--- src/rtl/core/plin_pkg.sv ---
// package for the positional list block: codes, state type and the
// command/status structs between controller and datapath
// no dependencies
`default_nettype none

package plin_pkg;

  localparam int DEF_CAPACITY = 128;

  localparam int OP_W    = 2;
  localparam int POS_W   = 8;
  localparam int DATA_W  = 32;
  localparam int STAT_W  = 2;
  localparam int COUNT_W = 8;

  // operation codes
  localparam logic [OP_W-1:0] OP_INSERT = 2'd0;
  localparam logic [OP_W-1:0] OP_DELETE = 2'd1;
  localparam logic [OP_W-1:0] OP_READ   = 2'd2;

  // status codes
  localparam logic [STAT_W-1:0] ST_OK    = 2'd0;
  localparam logic [STAT_W-1:0] ST_RANGE = 2'd1;
  localparam logic [STAT_W-1:0] ST_FULL  = 2'd2;

  typedef enum logic [2:0] {
    S_IDLE,
    S_CHECK,
    S_SCAN,
    S_DRAIN,
    S_PLACE,
    S_RESP
  } state_t;

  // controller to datapath
  typedef struct packed {
    logic capture;  // latch the incoming item
    logic setup;    // latch status, load scan pointer and end
    logic scan;     // read store at pointer, step pointer
    logic finish;   // close out a delete (count down)
    logic place;    // write new value, count up
  } cmd_t;

  // datapath to controller
  typedef struct packed {
    logic ok;       // operation is legal
    logic skip;     // insert at the tail, nothing to move
    logic last;     // pointer sits on the final scan address
    logic is_ins;   // latched operation is an insert
  } sts_t;

endpackage

`default_nettype wire

--- src/rtl/core/plin_dp.sv ---
// datapath of the positional list: element store, count, scan pointer,
// one-deep read/write pipeline for moving entries, result registers
// depends on plin_pkg
`default_nettype none

module plin_dp #(
  parameter int CAPACITY = plin_pkg::DEF_CAPACITY
) (
  input  wire logic                                clk,
  input  wire logic                                rst,
  input  wire logic [plin_pkg::OP_W-1:0]           operation,
  input  wire logic [plin_pkg::POS_W-1:0]          position,
  input  wire logic signed [plin_pkg::DATA_W-1:0]  value,
  input  wire plin_pkg::cmd_t                      cmd,
  output plin_pkg::sts_t                           sts,
  output logic [plin_pkg::STAT_W-1:0]              status,
  output logic signed [plin_pkg::DATA_W-1:0]       element,
  output logic [plin_pkg::COUNT_W-1:0]             count
);

  localparam int AW = $clog2(CAPACITY);
  localparam int CW = $clog2(CAPACITY + 1);
  localparam int WW = ((CW > plin_pkg::POS_W) ? CW : plin_pkg::POS_W) + 1;

  logic [plin_pkg::DATA_W-1:0] mem [CAPACITY];

  logic [plin_pkg::OP_W-1:0]    op_q;
  logic [plin_pkg::POS_W-1:0]   pos_q;
  logic [plin_pkg::DATA_W-1:0]  val_q;
  logic [CW-1:0]                cnt;
  logic [AW-1:0]                ptr;
  logic [AW-1:0]                end_q;
  logic                         first;
  logic                         pend;
  logic [AW-1:0]                pend_addr;
  logic                         pend_wr;
  logic                         pend_cap;
  logic [plin_pkg::DATA_W-1:0]  rd_data;
  logic [plin_pkg::STAT_W-1:0]  status_q;
  logic [plin_pkg::DATA_W-1:0]  element_q;

  logic [WW-1:0]                pos_w;
  logic [WW-1:0]                cnt_w;
  logic [WW-1:0]                pos_m1;
  logic [WW-1:0]                cnt_m1;
  logic                         pos_nz;
  logic                         ins_ok;
  logic                         rd_ok;
  logic                         full;
  logic                         is_ins;
  logic                         is_del;
  logic [plin_pkg::STAT_W-1:0]  status_c;
  logic                         mem_we;
  logic [AW-1:0]                mem_wa;
  logic [plin_pkg::DATA_W-1:0]  mem_wd;

  always_comb begin
    pos_w  = WW'(pos_q);
    cnt_w  = WW'(cnt);
    pos_m1 = pos_w - WW'(1);
    cnt_m1 = cnt_w - WW'(1);
    pos_nz = (pos_q != '0);
    ins_ok = pos_nz && (pos_w <= cnt_w + WW'(1));
    rd_ok  = pos_nz && (pos_w <= cnt_w);
    full   = (cnt_w >= WW'(CAPACITY));
    is_ins = (op_q == plin_pkg::OP_INSERT);
    is_del = (op_q == plin_pkg::OP_DELETE);
  end

  always_comb begin
    unique case (op_q)
      plin_pkg::OP_INSERT: begin
        if (!ins_ok) begin
          status_c = plin_pkg::ST_RANGE;
        end else if (full) begin
          status_c = plin_pkg::ST_FULL;
        end else begin
          status_c = plin_pkg::ST_OK;
        end
      end
      plin_pkg::OP_DELETE, plin_pkg::OP_READ: begin
        status_c = rd_ok ? plin_pkg::ST_OK : plin_pkg::ST_RANGE;
      end
      default: begin
        status_c = plin_pkg::ST_RANGE;
      end
    endcase
  end

  always_comb begin
    sts.ok     = (status_c == plin_pkg::ST_OK);
    sts.skip   = is_ins && (pos_w == cnt_w + WW'(1));
    sts.last   = (ptr == end_q);
    sts.is_ins = is_ins;
  end

  // store write port: new value on place, else the pending move
  always_comb begin
    mem_we = cmd.place || (pend && pend_wr);
    mem_wa = cmd.place ? pos_m1[AW-1:0] : pend_addr;
    mem_wd = cmd.place ? val_q : rd_data;
  end

  always_ff @(posedge clk) begin
    if (mem_we) begin
      mem[mem_wa] <= mem_wd;
    end
    if (cmd.scan) begin
      rd_data <= mem[ptr];
    end
  end

  always_ff @(posedge clk) begin
    if (rst) begin
      cnt  <= '0;
      pend <= 1'b0;
    end else begin
      pend <= cmd.scan;
      if (cmd.place) begin
        cnt <= cnt + CW'(1);
      end else if (cmd.finish && is_del) begin
        cnt <= cnt - CW'(1);
      end
    end
  end

  always_ff @(posedge clk) begin
    if (cmd.capture) begin
      op_q  <= operation;
      pos_q <= position;
      val_q <= value;
    end
    if (cmd.setup) begin
      status_q  <= status_c;
      element_q <= '0;
      first     <= 1'b1;
      ptr       <= is_ins ? cnt_m1[AW-1:0] : pos_m1[AW-1:0];
      end_q     <= is_del ? cnt_m1[AW-1:0] : pos_m1[AW-1:0];
    end
    if (cmd.scan) begin
      first     <= 1'b0;
      ptr       <= is_ins ? (ptr - AW'(1)) : (ptr + AW'(1));
      pend_addr <= is_ins ? (ptr + AW'(1)) : (ptr - AW'(1));
      pend_wr   <= is_ins || (is_del && !first);
      pend_cap  <= !is_ins && first;
    end
    if (pend && pend_cap) begin
      element_q <= rd_data;
    end
  end

  assign status  = status_q;
  assign element = element_q;
  assign count   = plin_pkg::COUNT_W'(cnt);

endmodule

`default_nettype wire

--- src/rtl/core/plin_ctrl.sv ---
// controller of the positional list: sequences check, entry moves,
// placement and the result handshake
// depends on plin_pkg
`default_nettype none

module plin_ctrl (
  input  wire logic            clk,
  input  wire logic            rst,
  input  wire logic            in_valid,
  output logic                 in_ready,
  output logic                 out_valid,
  input  wire logic            out_ready,
  input  wire plin_pkg::sts_t  sts,
  output plin_pkg::cmd_t       cmd
);

  plin_pkg::state_t state;
  plin_pkg::state_t state_next;

  always_ff @(posedge clk) begin
    if (rst) begin
      state <= plin_pkg::S_IDLE;
    end else begin
      state <= state_next;
    end
  end

  always_comb begin
    state_next = state;
    unique case (state)
      plin_pkg::S_IDLE: begin
        if (in_valid) begin
          state_next = plin_pkg::S_CHECK;
        end
      end
      plin_pkg::S_CHECK: begin
        if (!sts.ok) begin
          state_next = plin_pkg::S_RESP;
        end else if (sts.skip) begin
          state_next = plin_pkg::S_PLACE;
        end else begin
          state_next = plin_pkg::S_SCAN;
        end
      end
      plin_pkg::S_SCAN: begin
        if (sts.last) begin
          state_next = plin_pkg::S_DRAIN;
        end
      end
      plin_pkg::S_DRAIN: begin
        state_next = sts.is_ins ? plin_pkg::S_PLACE : plin_pkg::S_RESP;
      end
      plin_pkg::S_PLACE: begin
        state_next = plin_pkg::S_RESP;
      end
      plin_pkg::S_RESP: begin
        if (out_ready) begin
          state_next = plin_pkg::S_IDLE;
        end
      end
      default: begin
        state_next = plin_pkg::S_IDLE;
      end
    endcase
  end

  always_comb begin
    in_ready    = 1'b0;
    out_valid   = 1'b0;
    cmd         = '0;
    unique case (state)
      plin_pkg::S_IDLE: begin
        in_ready    = 1'b1;
        cmd.capture = in_valid;
      end
      plin_pkg::S_CHECK: begin
        cmd.setup = 1'b1;
      end
      plin_pkg::S_SCAN: begin
        cmd.scan = 1'b1;
      end
      plin_pkg::S_DRAIN: begin
        cmd.finish = 1'b1;
      end
      plin_pkg::S_PLACE: begin
        cmd.place = 1'b1;
      end
      plin_pkg::S_RESP: begin
        out_valid = 1'b1;
      end
      default: begin
        in_ready = 1'b0;
      end
    endcase
  end

endmodule

`default_nettype wire

--- src/rtl/core/positional_list_insert_delete.sv ---
// top level of the positional list with insert, delete and read
// instantiates plin_ctrl and plin_dp, depends on plin_pkg
//
//   channel  handshake            payload
//   input    in_valid / in_ready  operation[1:0] position[7:0] value[31:0]
//   output   out_valid/out_ready  status[1:0] element[31:0] count[7:0]
//
// one item at a time; entries move one per cycle through the store's single
// read and single write port; insert moves entries at and above the position
// up, then writes the value (at once at the tail); delete moves later ones down
// rst (synchronous) empties the list; store contents need no clearing
// a result holds its registers until out_ready; no item is taken meanwhile
`default_nettype none

module positional_list_insert_delete #(
  parameter int CAPACITY = plin_pkg::DEF_CAPACITY
) (
  input  wire logic                                clk,
  input  wire logic                                rst,
  input  wire logic                                in_valid,
  output logic                                     in_ready,
  input  wire logic [plin_pkg::OP_W-1:0]           operation,
  input  wire logic [plin_pkg::POS_W-1:0]          position,
  input  wire logic signed [plin_pkg::DATA_W-1:0]  value,
  output logic                                     out_valid,
  input  wire logic                                out_ready,
  output logic [plin_pkg::STAT_W-1:0]              status,
  output logic signed [plin_pkg::DATA_W-1:0]       element,
  output logic [plin_pkg::COUNT_W-1:0]             count
);

  // command and status between sequencer and datapath
  plin_pkg::cmd_t cmd;
  plin_pkg::sts_t sts;

  // sequencer: accept, check, scan the store, place, present result
  plin_ctrl u_ctrl (
    .clk       (clk),
    .rst       (rst),
    .in_valid  (in_valid),
    .in_ready  (in_ready),
    .out_valid (out_valid),
    .out_ready (out_ready),
    .sts       (sts),
    .cmd       (cmd)
  );

  // datapath: store, count, move pipeline and result registers
  plin_dp #(
    .CAPACITY (CAPACITY)
  ) u_dp (
    .clk       (clk),
    .rst       (rst),
    .operation (operation),
    .position  (position),
    .value     (value),
    .cmd       (cmd),
    .sts       (sts),
    .status    (status),
    .element   (element),
    .count     (count)
  );

  // a full status only shows when the list is at capacity
  a_full_at_cap: assert property (@(posedge clk) disable iff (rst)
    out_valid && (status == plin_pkg::ST_FULL) |->
      (count == plin_pkg::COUNT_W'(CAPACITY)))
    else $error("full status with list below capacity");

  // rejected items carry a zero element
  a_err_zero: assert property (@(posedge clk) disable iff (rst)
    out_valid && (status != plin_pkg::ST_OK) |-> (element == '0))
    else $error("nonzero element on rejected item");

  // never ready for input while a result is pending
  a_one_item: assert property (@(posedge clk) disable iff (rst)
    in_ready |-> !out_valid)
    else $error("input ready while result pending");

  // a delivered result is not presented again
  a_no_repeat: assert property (@(posedge clk) disable iff (rst)
    out_valid && out_ready |=> !out_valid)
    else $error("result repeated after delivery");

endmodule

`default_nettype wire
--- config.mk ---
export PLATFORM = sky130hd
export DESIGN_NAME = positional_list_insert_delete
export DESIGN_NICKNAME = d
export VERILOG_FILES = /design/src/rtl/core/plin_pkg.sv /design/src/rtl/core/plin_dp.sv /design/src/rtl/core/plin_ctrl.sv /design/src/rtl/core/positional_list_insert_delete.sv
export SDC_FILE = /design/constraint.sdc
export NUM_CORES = 2
export LEC_CHECK = 0
export ABC_AREA = 0
export BUFFER_PORTS_ARGS = -buffer_cell sky130_fd_sc_hd__buf_4
export CORE_ASPECT_RATIO = 0.9
export CORE_MARGIN = 10
export CORE_UTILIZATION = 38
export CTS_CLUSTER_DIAMETER = 120
export DETAILED_ROUTE_END_ITERATION = 10
export PLACE_DENSITY = 0.56
export SETUP_SLACK_MARGIN = 0.3
export SLEW_MARGIN = 20
export SYNTH_ARGS = -nofsm -noshare
export SYNTH_HDL_FRONTEND = slang
export SYNTH_HIERARCHICAL = 1
export SYNTH_SLANG_ARGS = --single-unit
export TNS_END_PERCENT = 5
--- constraint.sdc ---
create_clock -name clk -period 5.4 [get_ports clk]
set_input_delay 0.81 -clock clk [delete_from_list [all_inputs] [get_ports clk]]
set_output_delay 0.81 -clock clk [all_outputs]
set_load 0.1 [all_outputs]
Yosys cells after proc, flatten, opt, wreduce, memory -nomap -nowiden
Memory sizes are Yosys's and may differ from the RTL's. A register that Yosys moved wholly into a read port is not among the register bits.
Index checks and enable logic that the tools add are counted.
{"block": "word_totals", "register_bits": 112, "latchBits": 0, "mem_bits_rw": 4096, "rom_bits": 0, "wordCells": 90, "mem_count": 1}
{"block": "op_classes", "n_addsub": 7, "multipliers": 0, "n_div": 0, "n_lt_le_gt_ge": 3, "n_eq_ne": 12, "shift": 0, "n_mux": 32, "bitwise": 0, "reduce_logical": 21}
{"name": "u_dp.mem", "words": 128, "word_bits": 32, "rd": 1, "rd_ports_with_merged_regs": 1, "write_ports": 1, "line": "plin_dp.sv:25", "rtl": "logic [plin_pkg::DATA_W-1:0] mem [CAPACITY];"}
{"operator": "$mux 32", "n": 3}
{"operator": "$mux 7", "n": 7}
{"operator": "$sub 7x1->7 const B", "n": 3}
{"operator": "$pmux 3 s6", "n": 1}
{"operator": "$mux 8", "n": 2}
{"operator": "$mux 3", "n": 5}
{"operator": "$mux 1", "n": 11}
{"operator": "$add 8x1->9 const B", "n": 1}
{"operator": "$eq 8x9->1", "n": 1}
{"operator": "$le 8x9->1", "n": 1}
{"operator": "$add 8x1->8 const B", "n": 1}
{"operator": "$ge 8x8->1 const B", "n": 1}
{"operator": "$le 8x8->1", "n": 1}
{"operator": "$logic_and 1x1->1", "n": 8}
{"operator": "$reduce_bool 8->1", "n": 1}
{"operator": "$sub 8x1->8 const B", "n": 1}
{"operator": "$add 7x1->7 const B", "n": 1}
{"operator": "$eq 7x7->1", "n": 1}
{"operator": "$eq 3x2->1 const B", "n": 2}
{"operator": "$eq 3x3->1 const B", "n": 2}
{"operator": "$ne 2x2->1 const B", "n": 3}
{"operator": "$reduce_bool 2->1", "n": 3}
{"operator": "$logic_not 2->1", "n": 2}
{"operator": "$mux 2", "n": 2}
{"operator": "other kinds (9)", "n": 11}

Logic depth before layout (Yosys ltp)
{"block": "logic_depth", "ltp_word": 8, "mapped_depth": 14}

Cells and area by module
Netlist, hierarchy kept.
{"mod": "plin_dp", "n_inst": 1, "cells_per_inst": 7483, "area_per_inst_um2": 164009.8, "seq_area_each_um2": 127131.9}
{"mod": "plin_ctrl", "n_inst": 1, "cells_per_inst": 30, "area_per_inst_um2": 245.2, "seq_area_each_um2": 60.1}

Worst setup path after synthesis
No wires, ideal clock.
{"block": "synth_timing", "kind": "flip-flop to flip-flop", "start": "reg u_ctrl.state[1]", "end": "reg u_dp/op_q[0] in the netlist's numbering (enable)", "arrival_ns": 3.849, "setup_slack_ns": 1.148, "stages_incl_launch_ff": 4, "n_path_buf": 1, "synth_period_minus_slack_ns": 4.252, "path_cell_list": "dfxtp_1 clkbuf_1 nor3_1 and2_1"}
{"item": "start: declaration", "line": "plin_ctrl.sv:17", "rtl": "plin_pkg::state_t state;"}
{"item": "start signal: assignment", "line": "plin_ctrl.sv:22", "rtl": "state <= plin_pkg::S_IDLE;"}
{"item": "start signal: assignment", "line": "plin_ctrl.sv:24", "rtl": "state <= state_next;"}
{"item": "end signal: assignment", "line": "plin_dp.sv:129", "rtl": "op_q <= operation;"}
{"item": "end: declaration", "line": "plin_dp.sv:27", "rtl": "logic [plin_pkg::OP_W-1:0] op_q;"}

==> run metrics <==
fraction of registers with async set or reset after synthesis 0%; initial antenna violation count 42; status finished clean; dpl hpwl 295,000 um; DRT Pass-1 Iters 5; hold path startpoint rst; EDFF count, synth 4,227; end of the worst register-to-register path u_dp/rd_data[10]$_DFFE_PP_; RePlAce Congestion 0.887; Hold Vio Cnt, Final 0; Top FF cell, synth edfxtp_1; row cnt 228; required time worst endpoint 6.12 ns; Rel. slew slack 13.9%; Worst Hold Path Cells 2; fin. max-slew vios 0; Critical Path Slowest Stage Cell a21oi_1; CTS tree done; die area 459,000 um2; initial drt markers 11,800; Sw Share 35.0%; R2R Path Start u_dp/ptr[2]$_DFFE_PP_; cell depth of the worst flop-to-flop path 6; Clk pwr share 28.0%; Via density 5.83; root buf cell clkbuf_16; Pleak 59.7 nW; global-route wire length before repair 666,000 um; Reg power frac 39.1%; Synth Cell Area 164,000 um2; CP Launch Type flop; CP peak stage delay 0.87 ns; WHS Endpoint u_ctrl/state[1]$_SDFFE_PP0P_; cell breakdown of the critical path inv_8 -> buf_4 -> mux2i_1 -> o22ai_1 -> a21oi_1 -> a22oi_1; Worst-Skew Late Latency 1.05 ns; clk slew on worst S/H paths 0.06 ns; Clock Skews 0.0906 ns; post-CTS setup buffer count 0; share of layout cells above drive strength 1 27.7%; All-Layer GR Usage 20.4%; fmax 217 MHz; crit path DAT 5.32 ns; Period minus WS final 4.60 ns; unique cell type count in the Yosys netlist 81; clk buf depth 4; Layout Utilization 44.2%; commonest non-fill, non-tap cell in the layout edfxtp_1; Combinational Power Share 33.0%; Die Ht 644 um; area grow syn2layout 15.5%; Vias 82,900; largest net degree at the start of global routing 129; YS warnings 6; vias in the first global route 81,000; CTS buffer count 419; Finished Cell Area 190,000 um2; Hold Path Class input pin to flop; Max-cap violations 0; synthesized flop and latch total 4,240; cts repair resizes 0; Tcrit/Tclk final 85.2%; RSZ-0062 raised after global routing no; grt total ovfl 0; IO Port Bufs 89; IO Pins 90; Layout Nets 8,158; Worst-Margin Slew 1.29 ns; slack of the worst reg-to-reg path 0.80 ns; Seq/Total Area, Yosys 77.4%; Cell Int Power 66.8 mW; Peak VDD IR 0.413 mV; total wire length 481,000 um; net count after synthesis 7,591; Initial Util 38.2%; Die Span X 713 um; critical path fanouts, max 52; DRC 0; H-tree depth 5; Mapped Avg Cell Area 21.9 um2; Sink Count 4,240; placed inst area 176,000 um2; most frequent cells in the layout edfxtp_1, mux4_2, clkbuf_16, buf_4, nand2_1; number of hold buffers added after CTS 42; Power per Cell Area 542 nW/um2; WL per Instance 33.9 um; P_sw 36.0 mW; Worst Setup End Kind flop; Worst Path Class, Setup flop to flop; Setup violations, final 0; cells after synthesis 7,513; CORE AREA 430,000 um2; setup TNS 0 ns; Post-DRT Antenna Nets 0
-- critical path, delay by kind of cell (launching register included) --
kind	cells	cell delay (ns)
buffers and inverters	2	1.27
muxes	1	0.58
DFF	1	0.75
AOI/OAI and AO/OA	3	1.52
-- worst max-delay path by stage --
stage,from,to,depth (start not counted)
2_1_floorplan,u_ctrl/state[1]$_SDFFE_PP0P_,u_dp/op_q[0]$_DFFE_PP_,3
3_3_place_gp,u_dp/ptr[0]$_DFFE_PP_,u_dp/rd_data[28]$_DFFE_PP_,8
3_5_place_dp,u_dp/ptr[2]$_DFFE_PP_,u_dp/rd_data[10]$_DFFE_PP_,6
4_1_cts,u_dp/ptr[2]$_DFFE_PP_,u_dp/rd_data[10]$_DFFE_PP_,6
5_1_grt,u_dp/pos_q[0]$_DFFE_PP_,u_dp/mem[8][29]$_DFFE_PP_,9
6_report,u_dp/ptr[2]$_DFFE_PP_,u_dp/rd_data[10]$_DFFE_PP_,6
-- state kept, by name (all words and copies together) (netlist names), 2 cells and up --
signal          count
u_dp/mem         4096
u_dp/element       32
u_dp/rd_data       32
u_dp/val_q         32
u_dp/count          8
u_dp/pos_q          8
u_dp/end_q          7
u_dp/pend_addr      7
u_dp/ptr            7
u_ctrl/state        3
u_dp/op_q           2
u_dp/status         2
-- per-stage QoR --
stage	setup WS, ns	hold WS [ns]	total power, mW	instances
2_1_floorplan	1.15	0.440	59.6	7513
3_3_place_gp	0.973	0.453	74.3	13400
3_5_place_dp	1.09	0.492	74.6	13400
4_1_cts	1.08	0.0336	103	14200
5_1_grt	0.882	0.0872	106	14200
6_report	0.799	0.0962	103	14200
-- Yosys cell counts (19+ instances only) --
cell type  number  area share (%)
o211ai_1       27            0.12
nand3_1       104            0.32
a311oi_1       30            0.16
a22oi_1        42            0.19
ha_1           31            0.24
nand2_1       388            0.89
a21o_1         23            0.11
nor2_1        180            0.41
clkbuf_1      123            0.28
xnor2_1        30            0.16
mux2_2         67            0.46
o22ai_1        89            0.34
a21oi_1        85            0.26
inv_1          25           0.057
buf_6          43            0.29
edfxtp_1     4227              77
and3_1         59            0.22
a32oi_1        26            0.14
o21ai_0        52            0.16
a211oi_1       21           0.096
mux2i_1       305             1.9
mux4_2        995              14
nor3_1         34            0.10
buf_1          40           0.091
buf_4          74            0.34
buf_2         138            0.42
a31oi_1        19           0.072
-- area by class of cell --
class | count | area (um2)
Antenna cell | 35 | 87.6
Fill cell | 36400 | 240000
Clock inverter | 258 | 2530
Sequential cell | 4240 | 127000
Multi-Input combinational cell | 2822 | 35800
Timing Repair Buffer | 569 | 5940
Clock buffer | 508 | 10900
Inverter | 28 | 120
Tap cell | 5750 | 7190
-- logic make-up (layout without fill, tap and decap cells) --
kind of cell,Yosys count,in the layout,synth area share [%]
XOR/XNOR,41,41,0.219
multiplexers,1368,1368,16.0
AND/OR/NAND/NOR,852,852,2.32
other,0,35,0
buffers and inverters,451,1363,1.54
AO/OA/AOI/OAI,529,529,2.26
adder cells (fa/ha/maj),32,32,0.248
flip-flops,4240,4240,77.4
-- routing by layer --
| layer | global-route usage, % | share of wire (%) | vias up |
|---|---|---|---|
| li1 | - | - | 32800 |
| met1 | 29.4 | 41 | 45100 |
| met2 | 30.8 | 45 | 4291 |
| met3 | 4.87 | 11 | 707 |
| met4 | 6.54 | 3.6 | 14 |
| met5 | 0 | 0.024 | - |
-- power groups by stage --
stage / registers (mW) / logic, mW / clock network [mW]
finish: 40.2 / 33.9 / 28.7
detailed placement: 40.8 / 33.8 / 0
global placement: 40.8 / 33.5 / 0
global route: 40.2 / 35.3 / 30.6
floorplan: 41.4 / 18.2 / 0
CTS: 40.1 / 33.9 / 29.2
No activity file was read; power rests on OpenSTA's default activity.
